[config.mk]
export PLATFORM = sky130hd
export DESIGN_NAME = positional_list_store
export DESIGN_NICKNAME = d
export VERILOG_FILES = /design/src/rtl/pls_pkg.sv /design/src/rtl/pls_ctrl.sv /design/src/rtl/pls_dpath.sv /design/src/rtl/positional_list_store.sv
export SDC_FILE = /design/constraint.sdc
export NUM_CORES = 1
export LEC_CHECK = 0
export BUFFER_PORTS_ARGS = -buffer_cell sky130_fd_sc_hd__buf_2
export CAP_MARGIN = 20
export CORE_MARGIN = 2
export CORE_UTILIZATION = 61
export DETAILED_ROUTE_END_ITERATION = 7
export GPL_TIMING_DRIVEN = 0
export PLACE_DENSITY = 0.77
export SLEW_MARGIN = 20
export SYNTH_ARGS = -nofsm -noshare
export SYNTH_HDL_FRONTEND = slang
export SYNTH_SLANG_ARGS = --single-unit
[constraint.sdc]
create_clock -name i_clk -period 5.8 [get_ports i_clk]
set_input_delay 0.58 -clock i_clk [delete_from_list [all_inputs] [get_ports i_clk]]
set_output_delay 0.58 -clock i_clk [all_outputs]
set_load 0.02 [all_outputs]
[src/rtl/pls_pkg.sv]
// Shared types and constants of the positional list store.
`timescale 1ns / 1ps

package pls_pkg;

    // Field widths fixed by the transaction format.
    localparam int KW = 2;   // request kind
    localparam int PW = 8;   // position, found position and count
    localparam int VW = 32;  // element value

    // Request kinds.
    typedef enum logic [KW-1:0] {
        K_INSERT = 2'd0,
        K_DELETE = 2'd1,
        K_GET    = 2'd2,
        K_LOCATE = 2'd3
    } t_kind;

    // Commands from the controller to the datapath.
    typedef struct packed {
        logic load;  // latch a new request and set up the walk
        logic rd;    // read one entry
        logic use_d; // act on the entry just read
        logic put;   // write the inserted value
        logic fin;   // load the result register
    } t_pls_cmd;

    // Status from the datapath to the controller.
    typedef struct packed {
        logic more;     // another entry must be read
        logic put_req;  // a valid insert still needs its final write
    } t_pls_sts;

endpackage

[src/rtl/pls_ctrl.sv]
// Controller state machine of the positional list store.
`timescale 1ns / 1ps

module pls_ctrl (
    input  logic              i_clk,
    input  logic              i_rst_n,
    input  logic              i_s_tvalid,
    output logic              o_s_tready,
    input  logic              i_m_tready,
    output logic              o_m_tvalid,
    input  pls_pkg::t_pls_sts i_sts,
    output pls_pkg::t_pls_cmd o_cmd
);
    import pls_pkg::*;

    typedef enum logic [2:0] {
        S_IDLE,
        S_CHK,
        S_RD,
        S_USE,
        S_PUT,
        S_FIN
    } t_state;

    t_state r_state;
    logic   r_out_valid;
    logic   out_free;

    assign out_free   = !r_out_valid || i_m_tready;
    assign o_s_tready = (r_state == S_IDLE) && i_rst_n;
    assign o_m_tvalid = r_out_valid;

    always_comb begin
        o_cmd       = '0;
        o_cmd.load  = o_s_tready && i_s_tvalid;
        o_cmd.rd    = (r_state == S_RD);
        o_cmd.use_d = (r_state == S_USE);
        o_cmd.put   = (r_state == S_PUT);
        o_cmd.fin   = (r_state == S_FIN) && out_free;
    end

    always_ff @(posedge i_clk) begin
        if (!i_rst_n) begin
            r_state     <= S_IDLE;
            r_out_valid <= 1'b0;
        end else begin
            // A new result taking the register overrides the drain of the old one.
            if (r_out_valid && i_m_tready && !o_cmd.fin) begin
                r_out_valid <= 1'b0;
            end
            unique case (r_state)
                S_IDLE: begin
                    if (i_s_tvalid) begin
                        r_state <= S_CHK;
                    end
                end
                S_CHK: begin
                    priority if (i_sts.more) begin
                        r_state <= S_RD;
                    end else if (i_sts.put_req) begin
                        r_state <= S_PUT;
                    end else begin
                        r_state <= S_FIN;
                    end
                end
                S_RD:  r_state <= S_USE;
                S_USE: r_state <= S_CHK;
                S_PUT: r_state <= S_FIN;
                S_FIN: begin
                    if (out_free) begin
                        r_out_valid <= 1'b1;
                        r_state     <= S_IDLE;
                    end
                end
                default: r_state <= S_IDLE;
            endcase
        end
    end

endmodule

[src/rtl/pls_dpath.sv]
// Datapath of the positional list store: entry memory, length, walk index, result.
`timescale 1ns / 1ps

module pls_dpath #(
    parameter int CAPACITY = 16
) (
    input  logic                      i_clk,
    input  logic                      i_rst_n,
    input  logic [pls_pkg::KW-1:0]    i_req_type,
    input  logic [pls_pkg::PW-1:0]    i_position,
    input  logic signed [pls_pkg::VW-1:0] i_value,
    input  pls_pkg::t_pls_cmd         i_cmd,
    output pls_pkg::t_pls_sts         o_sts,
    output logic                      o_ok,
    output logic signed [pls_pkg::VW-1:0] o_element,
    output logic [pls_pkg::PW-1:0]    o_found_position,
    output logic [pls_pkg::PW-1:0]    o_count
);
    import pls_pkg::*;

    localparam int LW = $clog2(CAPACITY + 1);  // length and walk index
    localparam int IW = $clog2(CAPACITY);      // memory address

    logic [VW-1:0] r_mem [CAPACITY];
    logic [VW-1:0] r_rdata;

    t_kind         r_kind;
    logic [PW-1:0] r_pos;
    logic [VW-1:0] r_val;
    logic [LW-1:0] r_len;
    logic [LW-1:0] r_idx;
    logic          r_ok;
    logic          r_done;
    logic [VW-1:0] r_elem;
    logic [PW-1:0] r_found;

    logic          r_o_ok;
    logic [VW-1:0] r_o_elem;
    logic [PW-1:0] r_o_found;
    logic [PW-1:0] r_o_count;

    logic          ins_ok;
    logic          rd_ok;
    logic [PW-1:0] pos_m1;
    logic [IW-1:0] rd_addr;
    logic          wr_en;
    logic [IW-1:0] wr_addr;
    logic [VW-1:0] wr_data;
    logic [LW-1:0] n_len;

    // Checks on the incoming request against the current length.
    assign ins_ok = (i_position != '0)
                 && ({1'b0, i_position} <= ((PW+1)'(r_len) + (PW+1)'(1)))
                 && (r_len < LW'(CAPACITY));
    assign rd_ok  = (i_position != '0) && (i_position <= PW'(r_len));
    assign pos_m1 = r_pos - PW'(1);

    always_comb begin
        o_sts = '0;
        unique case (r_kind)
            K_INSERT: o_sts.more = r_ok && (PW'(r_idx) >= r_pos);
            K_DELETE: o_sts.more = r_ok && (r_idx < r_len);
            K_GET:    o_sts.more = r_ok && !r_done;
            K_LOCATE: o_sts.more = (r_idx < r_len) && (r_found == '0);
            default:  o_sts.more = 1'b0;
        endcase
        o_sts.put_req = (r_kind == K_INSERT) && r_ok;
    end

    // Insert reads the entry below its destination; the others read at the index.
    assign rd_addr = (r_kind == K_INSERT) ? IW'(r_idx - LW'(1)) : IW'(r_idx);

    always_comb begin
        wr_en   = 1'b0;
        wr_addr = IW'(r_idx);
        wr_data = r_rdata;
        if (i_cmd.put) begin
            wr_en   = 1'b1;
            wr_addr = IW'(pos_m1);
            wr_data = r_val;
        end else if (i_cmd.use_d) begin
            if (r_kind == K_INSERT) begin
                wr_en = 1'b1;
            end else if (r_kind == K_DELETE && PW'(r_idx) != pos_m1) begin
                wr_en   = 1'b1;
                wr_addr = IW'(r_idx - LW'(1));
            end
        end
    end

    always_ff @(posedge i_clk) begin
        if (wr_en) begin
            r_mem[wr_addr] <= wr_data;
        end
        if (i_cmd.rd) begin
            r_rdata <= r_mem[rd_addr];
        end
    end

    always_comb begin
        n_len = r_len;
        if (r_ok && r_kind == K_INSERT) begin
            n_len = r_len + LW'(1);
        end else if (r_ok && r_kind == K_DELETE) begin
            n_len = r_len - LW'(1);
        end
    end

    always_ff @(posedge i_clk) begin
        if (!i_rst_n) begin
            r_len <= '0;
        end else if (i_cmd.fin) begin
            r_len <= n_len;
        end
    end

    always_ff @(posedge i_clk) begin
        if (i_cmd.load) begin
            r_kind  <= t_kind'(i_req_type);
            r_pos   <= i_position;
            r_val   <= i_value;
            r_done  <= 1'b0;
            r_elem  <= '0;
            r_found <= '0;
            unique case (t_kind'(i_req_type))
                K_INSERT: begin
                    r_ok  <= ins_ok;
                    r_idx <= r_len;
                end
                K_DELETE, K_GET: begin
                    r_ok  <= rd_ok;
                    r_idx <= LW'(i_position - PW'(1));
                end
                K_LOCATE: begin
                    r_ok  <= 1'b1;
                    r_idx <= '0;
                end
                default: begin
                    r_ok  <= 1'b0;
                    r_idx <= '0;
                end
            endcase
        end else if (i_cmd.use_d) begin
            unique case (r_kind)
                K_INSERT: r_idx <= r_idx - LW'(1);
                K_DELETE: begin
                    if (PW'(r_idx) == pos_m1) begin
                        r_elem <= r_rdata;
                    end
                    r_idx <= r_idx + LW'(1);
                end
                K_GET: begin
                    r_elem <= r_rdata;
                    r_done <= 1'b1;
                end
                K_LOCATE: begin
                    if (r_rdata == r_val) begin
                        r_found <= PW'(r_idx) + PW'(1);
                    end
                    r_idx <= r_idx + LW'(1);
                end
                default: r_idx <= r_idx;
            endcase
        end
    end

    always_ff @(posedge i_clk) begin
        if (i_cmd.fin) begin
            r_o_ok    <= r_ok;
            r_o_elem  <= r_elem;
            r_o_found <= r_found;
            r_o_count <= PW'(n_len);
        end
    end

    assign o_ok             = r_o_ok;
    assign o_element        = r_o_elem;
    assign o_found_position = r_o_found;
    assign o_count          = r_o_count;

endmodule

[src/rtl/positional_list_store.sv]
// Top level of the positional list store: ordered list with insert, delete, get, locate.
`timescale 1ns / 1ps

// Channel   Direction  Handshake            Payload
// s (req)   in         i_s_tvalid/o_s_tready tuser: req_type; tdata: position, value
// m (res)   out        o_m_tvalid/i_m_tready tdata: ok, element, found_position, count
//
// One request is worked on at a time. Its result is loaded after a walk over the
// k entries moved or scanned; each entry costs a read of the single memory port,
// its registered data, and a loop check. A valid insert adds its final write.
// The block passes through idle again before it accepts the next request.
// The synchronous reset empties the list at once; there is no clearing pass, and
// the request side is not ready while reset is held.
// A result waiting on a stalled master side does not block the next request,
// which is accepted and worked on until it needs the result register.
module positional_list_store #(
    parameter int CAPACITY = 16
) (
    input  logic        i_clk,
    input  logic        i_rst_n,
    input  logic        i_s_tvalid,
    output logic        o_s_tready,
    input  logic [39:0] i_s_tdata,  // position [7:0], value [39:8]
    input  logic [1:0]  i_s_tuser,  // req_type [1:0]
    output logic        o_m_tvalid,
    input  logic        i_m_tready,
    output logic [55:0] o_m_tdata   // ok [0], element [32:1], found_position [40:33],
                                    // count [48:41], zero [55:49]
);
    import pls_pkg::*;

    t_pls_cmd             cmd;
    t_pls_sts             sts;
    logic                 res_ok;
    logic signed [VW-1:0] res_element;
    logic [PW-1:0]        res_found;
    logic [PW-1:0]        res_count;

    // The controller sequences each request; the datapath holds the list.
    pls_ctrl u_ctrl (
        .i_clk      (i_clk),
        .i_rst_n    (i_rst_n),
        .i_s_tvalid (i_s_tvalid),
        .o_s_tready (o_s_tready),
        .i_m_tready (i_m_tready),
        .o_m_tvalid (o_m_tvalid),
        .i_sts      (sts),
        .o_cmd      (cmd)
    );

    pls_dpath #(
        .CAPACITY (CAPACITY)
    ) u_dpath (
        .i_clk            (i_clk),
        .i_rst_n          (i_rst_n),
        .i_req_type       (i_s_tuser),
        .i_position       (i_s_tdata[7:0]),
        .i_value          (i_s_tdata[39:8]),
        .i_cmd            (cmd),
        .o_sts            (sts),
        .o_ok             (res_ok),
        .o_element        (res_element),
        .o_found_position (res_found),
        .o_count          (res_count)
    );

    // Pack the result fields from the lowest bit up and pad to whole bytes.
    assign o_m_tdata = {7'd0, res_count, res_found, res_element, res_ok};

endmodule

-- Word-level counts from Yosys, hierarchy flattened
Memory sizes are Yosys's and may differ from the RTL's. A register that Yosys moved wholly into a read port is not among the register bits.
Index checks and enable logic that the tools add are counted.
- flip-flop bits (word level): 144
- memory bits (writable): 512
- output and inout port bits: 58
- word-level logic and storage cells: 110
- memories: 1
- memory list (memory ; words ; bits a word ; read ports ; clocked after Yosys merged registers in ; write ports ; line ; RTL):
    u_dpath.r_mem ; 16 ; 32 ; 1 ; 1 ; 1 ; pls_dpath.sv:24 ; logic [VW-1:0] r_mem [CAPACITY];
- add/subtract/negate cells: 8
- order comparisons: 5
- equality and inequality tests: 17
- muxes and demuxes: 30
- reduce and logical (&&, ||, !) cells: 34
- operators with widths (cell ; count):
    32-bit 2-to-1 mux ; 2
    32-bit case mux with 2 select lines ; 1
    32-bit equality test ; 1
    4-bit 2-to-1 mux ; 5
    5-bit 2-to-1 mux ; 4
    3-bit case mux with 6 select lines ; 1
    1-bit logical AND ; 15
    5-bit case mux with 3 select lines ; 1
    5-bit by 1-bit subtractor with 5-bit output, second input constant ; 3
    5-bit by 1-bit adder with 6-bit output, second input constant ; 2
    5-bit by 1-bit adder with 5-bit output, second input constant ; 2
    1-bit 2-to-1 mux ; 10
    5-bit case mux with 2 select lines ; 1
    3-bit 2-to-1 mux ; 3
    2-bit equality test, second input constant ; 4
    5-bit by 8-bit equality test with 1-bit output ; 1
    5-bit by 8-bit >= comparator with 1-bit output ; 1
    8-bit by 5-bit <= comparator with 1-bit output ; 1
    8-bit by 6-bit <= comparator with 1-bit output ; 1
    8-bit logical NOT ; 1
    5-bit by 8-bit != test with 1-bit output ; 1
    8-bit nonzero test ; 1
    8-bit by 1-bit subtractor with 8-bit output, second input constant ; 1
    3-bit by 2-bit equality test with 1-bit output, second input constant ; 2
    18 further kinds ; 29

-- Depth between registers and ports, before layout
- word-level depth: 9
- depth in mapped cells: 12
- depth with buffers taken out: 11

-- Hierarchy
Synthesis repeated with hierarchy kept, for this count alone.
- cells, all modules: 1423
- area, all modules: 27293.7 um^2
- modules (own cells, without submodules) (module ; times used ; cells each ; area each (um^2)):
    pls_dpath ; 1 ; 1385 ; 26993.4
    pls_ctrl ; 1 ; 29 ; 236.5
    positional_list_store ; 1 ; 9 ; 63.8

-- Worst setup path after synthesis
Ideal clock, no wire load.
- path type: register to register
- from: reg u_dpath.r_pos[0]
- to: mem u_dpath.r_mem[1][0], enable pin
- library setup time: 421 ps
- data arrival time: 3796 ps
- setup slack: 1583 ps
- cell stages (with the launch flop): 11
- clock period less this slack: 4217 ps
- cells stage by stage: edfxtp_1 > inv_1 > ha_1 > xnor2_1 > a311o_1 > a211o_1 > o31ai_2 > xnor2_1 > a21oi_4 > or2_4 > nor2_1
- word-level cells in the longest chain between the ends: 9
- elaborated cells between the ends (all ways): 13
- RTL lines (what ; line ; RTL):
    from (decl) ; pls_dpath.sv:28 ; logic [PW-1:0] r_pos;
    from (signal assigned) ; pls_dpath.sv:120 ; r_pos <= i_position;
    8-bit by 1-bit subtractor with 8-bit output (*) ; pls_dpath.sv:56 ; assign pos_m1 = r_pos - PW'(1);
    5-bit by 8-bit != test with 1-bit output ; pls_dpath.sv:84 ; end else if (r_kind == K_DELETE && PW'(r_idx) != pos_m1) begin
    1-bit logical AND ; pls_dpath.sv:84 ;
    1-bit 2-to-1 mux ; pls_dpath.sv:84 ;
    1-bit 2-to-1 mux ; pls_dpath.sv:82 ; if (r_kind == K_INSERT) begin
    1-bit 2-to-1 mux ; pls_dpath.sv:81 ; end else if (i_cmd.use_d) begin
    1-bit 2-to-1 mux ; pls_dpath.sv:77 ; if (i_cmd.put) begin
    1-bit 2-to-1 mux ; pls_dpath.sv:92 ; if (wr_en) begin
    1-bit 2-to-1 mux (not written as such) ; pls_dpath.sv:93 ; r_mem[wr_addr] <= wr_data;
    to (decl) ; pls_dpath.sv:24 ;
Every way passes the cells marked *; elsewhere a longest branch is shown, timed or not.

-- Worst setup path after layout
- from: reg u_dpath.r_pos[0]
- to: mem u_dpath.r_mem[14][2], enable pin
The elaborated chain is that of the path after synthesis.

==> flow_metrics.env <==
export IMPL_status="finished, final reports clean"
export IMPL_crit_path_end_kind="flop"
export IMPL_fp_dieW_um=215.1
export IMPL_slew_headroom_pct=24.58
export IMPL_synth_warnings=0
export IMPL_grtUsageTotal_pct=29.16
export IMPL_die_area_um2=46260
export IMPL_critPathSlowestCell="nor2_4"
export IMPL_cts_sinks=684
export IMPL_antenna_found_initial=0
export IMPL_globalplace_congestion=0.8431
export IMPL_root_buffer="clkbuf_16"
export IMPL_grt_overflow_total=0
export IMPL_cts_buffers=68
export IMPL_syn2layout_area_growth_pct=15.73
export IMPL_synthTopCellsByArea="edfxtp_1 (70%), mux4_2 (13%), dfxtp_1 (3.5%)"
export IMPL_post_drt_wl_per_cell_um=29.11
export IMPL_crit_path_cell_trace="inv_1 > ha_1 > o21ba_1 > o41a_1 > a211oi_2 > o31ai_2 > or3_1 > nand3_1 > nand3_1 > nor2_4 > buf_16 > buf_16"
export IMPL_cellLeakagePower_nw=10.73
export IMPL_cp_required_ns=6.11
export IMPL_syn_avg_cell_area_um2=19.21
export IMPL_dp_cells=2138
export IMPL_fill_cells=2615
export IMPL_slowest_delay_ns=0.70
export IMPL_netlist_area_um2=27180
export IMPL_cts_tree="done"
export IMPL_ctsHoldBuffers=0
export IMPL_whs_ns=0.1498
export IMPL_syn_inst=1415
export IMPL_clk_insertion_delay_late_ns=0.60
export IMPL_ys_flop_type="edfxtp_1"
export IMPL_cp_top_family="simple AND/OR/NAND/NOR gates"
export IMPL_worst_setup_path_start_kind="flop"
export IMPL_synth_top_cell_area_share_pct=70.27
export IMPL_rsz0062_at_grt="no"
export IMPL_cap_violations=0
export IMPL_diodes=0
export IMPL_grt_first_pass_wirelength_um=96240
export IMPL_dr_pass1_iters=5
export IMPL_critPathKind="reg2reg"
export IMPL_num_vias=14620
export IMPL_die_h_um=215.1
export IMPL_p_total_mw=11.03
export IMPL_postSynth_asyncResetShare_pct=0
export IMPL_yosysTopAreaCell="edfxtp_1"
export IMPL_finalHoldViolCount=0
export IMPL_io_buffers=91
export IMPL_setup_viol=0
export IMPL_tightest_slew_ns=1.124
export IMPL_finalMaxSlewViolations=0
export IMPL_grt_max_degree=29
export IMPL_hold_class="in2reg"
export IMPL_routed_wl_um=65900
export IMPL_grt_pass1_vias=14770
export IMPL_crit_buf_inv=3
export IMPL_finClkSkew_ns=0.01862
export IMPL_place_hpwl_um=41130
export IMPL_max_freq_ghz=0.2283
export IMPL_cp_arrival_ns=4.69
export IMPL_period_needed_ns=4.380
export IMPL_htree_levels=3
export IMPL_final_area_um2=31460
export IMPL_nets=1690
export IMPL_critPathMaxFanout=13
export IMPL_vias_per_cell=6.455
export IMPL_start_util_pct=61.60
export IMPL_drc=0
export IMPL_cellPowerDensity_nw_per_um2=350.5
export IMPL_drive_gt1_share_pct=26.73
export IMPL_row_count=77
export IMPL_ant_nets=0
export IMPL_post_dp_cell_area_um2=29230
export IMPL_fin_cells=2264
export IMPL_cts_buffer_depth=3
export IMPL_synth_distinct_cells=64
export IMPL_vdd_ir_drop_max_uv=286.6
export IMPL_drt_iter0_markers=1928
export IMPL_ys_ff_latch=684
export IMPL_period_share_pct=75.51
export IMPL_cts_setup_buffers=0
export IMPL_coreArea_um2=44120
export IMPL_yosysMostFrequentCell="edfxtp_1"
export IMPL_cts_resized=0
export IMPL_ioPinCount=104
export IMPL_clkTransAtPathRegs_ns=0.06
export IMPL_synth_edf_count=636
export IMPL_synth_common_cells="edfxtp_1 (636), mux4_2 (160), nand2_1 (114)"
export IMPL_seq_area_frac_synth_pct=73.80
==> stage by stage <==
step,utilization (%),setup TNS (ns),setup slack (ns)
after floorplan,-,0,1.583
after global placement,64.40,-137.95,-0.3749
after detailed placement,66.24,0,1.502
after CTS,71.28,0,1.484
after global routing,71.29,0,1.271
final,71.29,0,1.420
==> placed cells by master, fill, tap and decap left out, types with 23 or more instances in the layout <==
cell       count
buf_2        107
clkbuf_1      51
clkbuf_16     71
dfxtp_1       48
edfxtp_1     636
ha_1          28
inv_1         23
mux2i_1       37
mux4_2       160
nand2_1      114
nor2_1        49
xor2_1        36
==> layer usage <==
layer	vias up	global-route usage, %	wire [µm]
met5	-	0	0
li1	6042	-	-
met2	922	47.71	32910
met3	172	6.058	6809
met4	0	13.26	2687
met1	7479	38.35	23490
==> layout make-up <==
cell class / instances / area (µm²) / area share, %
clock buffer: 102 / 2023 / 6.432
tap: 592 / 740.7 / 2.355
clock inverter: 24 / 197.7 / 0.6285
multi-input combinational: 641 / 6815 / 21.67
inverter: 24 / 91.34 / 0.2904
buffer: 77 / 392.9 / 1.249
sequential: 684 / 20060 / 63.77
timing repair buffer: 120 / 1135 / 3.608
==> final timing paths <==
path / cells after the start / endpoint / from / slack [ns]
setup / recovery: 12 / u_dpath.r_mem[14][2] / u_dpath.r_pos[0] / 1.42
hold / removal: 1 / u_dpath.r_val[14] / i_s_tdata[22] / 0.15
setup reg to reg: 12 / u_dpath.r_mem[14][2] / u_dpath.r_pos[0] / 1.42
hold reg to reg: 0 / u_dpath.o_element[28] / u_dpath.r_elem[28] / 0.43
==> registers in the layout, indices dropped and copies added (netlist names), 2 cells and up <==
| name | flops |
|---|---|
| u_dpath.r_elem | 32 |
| u_dpath.r_rdata | 32 |
| u_dpath.o_count | 5 |
| u_dpath.r_val | 32 |
| u_dpath.r_len | 5 |
| u_dpath.r_idx | 5 |
| u_dpath.r_kind | 2 |
| u_dpath.r_pos | 8 |
| u_dpath.o_found_position | 6 |
| u_dpath.o_element | 32 |
| u_ctrl.r_state | 3 |
| u_dpath.r_found | 6 |
| u_dpath.r_mem | 512 |
==> where the power goes <==
| part | switching (mW) | internal (mW) | total, mW |
|---|---|---|---|
| Clock | 1.83 | 2.51 | 4.35 |
| Sequential | 0.0496 | 5.57 | 5.62 |
| Combinational | 0.640 | 0.419 | 1.06 |
==> cell families after synthesis <==
logic type                 share of synthesized area [%]
adders and majority gates                          1.289
xor gates and xnor gates                           1.832
muxes                                              14.62
other                                            0.01380
and+or+nand+nor                                    4.396
AOI/OAI and AO/OA                                  2.288
DFF                                                73.80
buffers and inverters                              1.758
No activity file was read; power rests on OpenSTA's default activity.
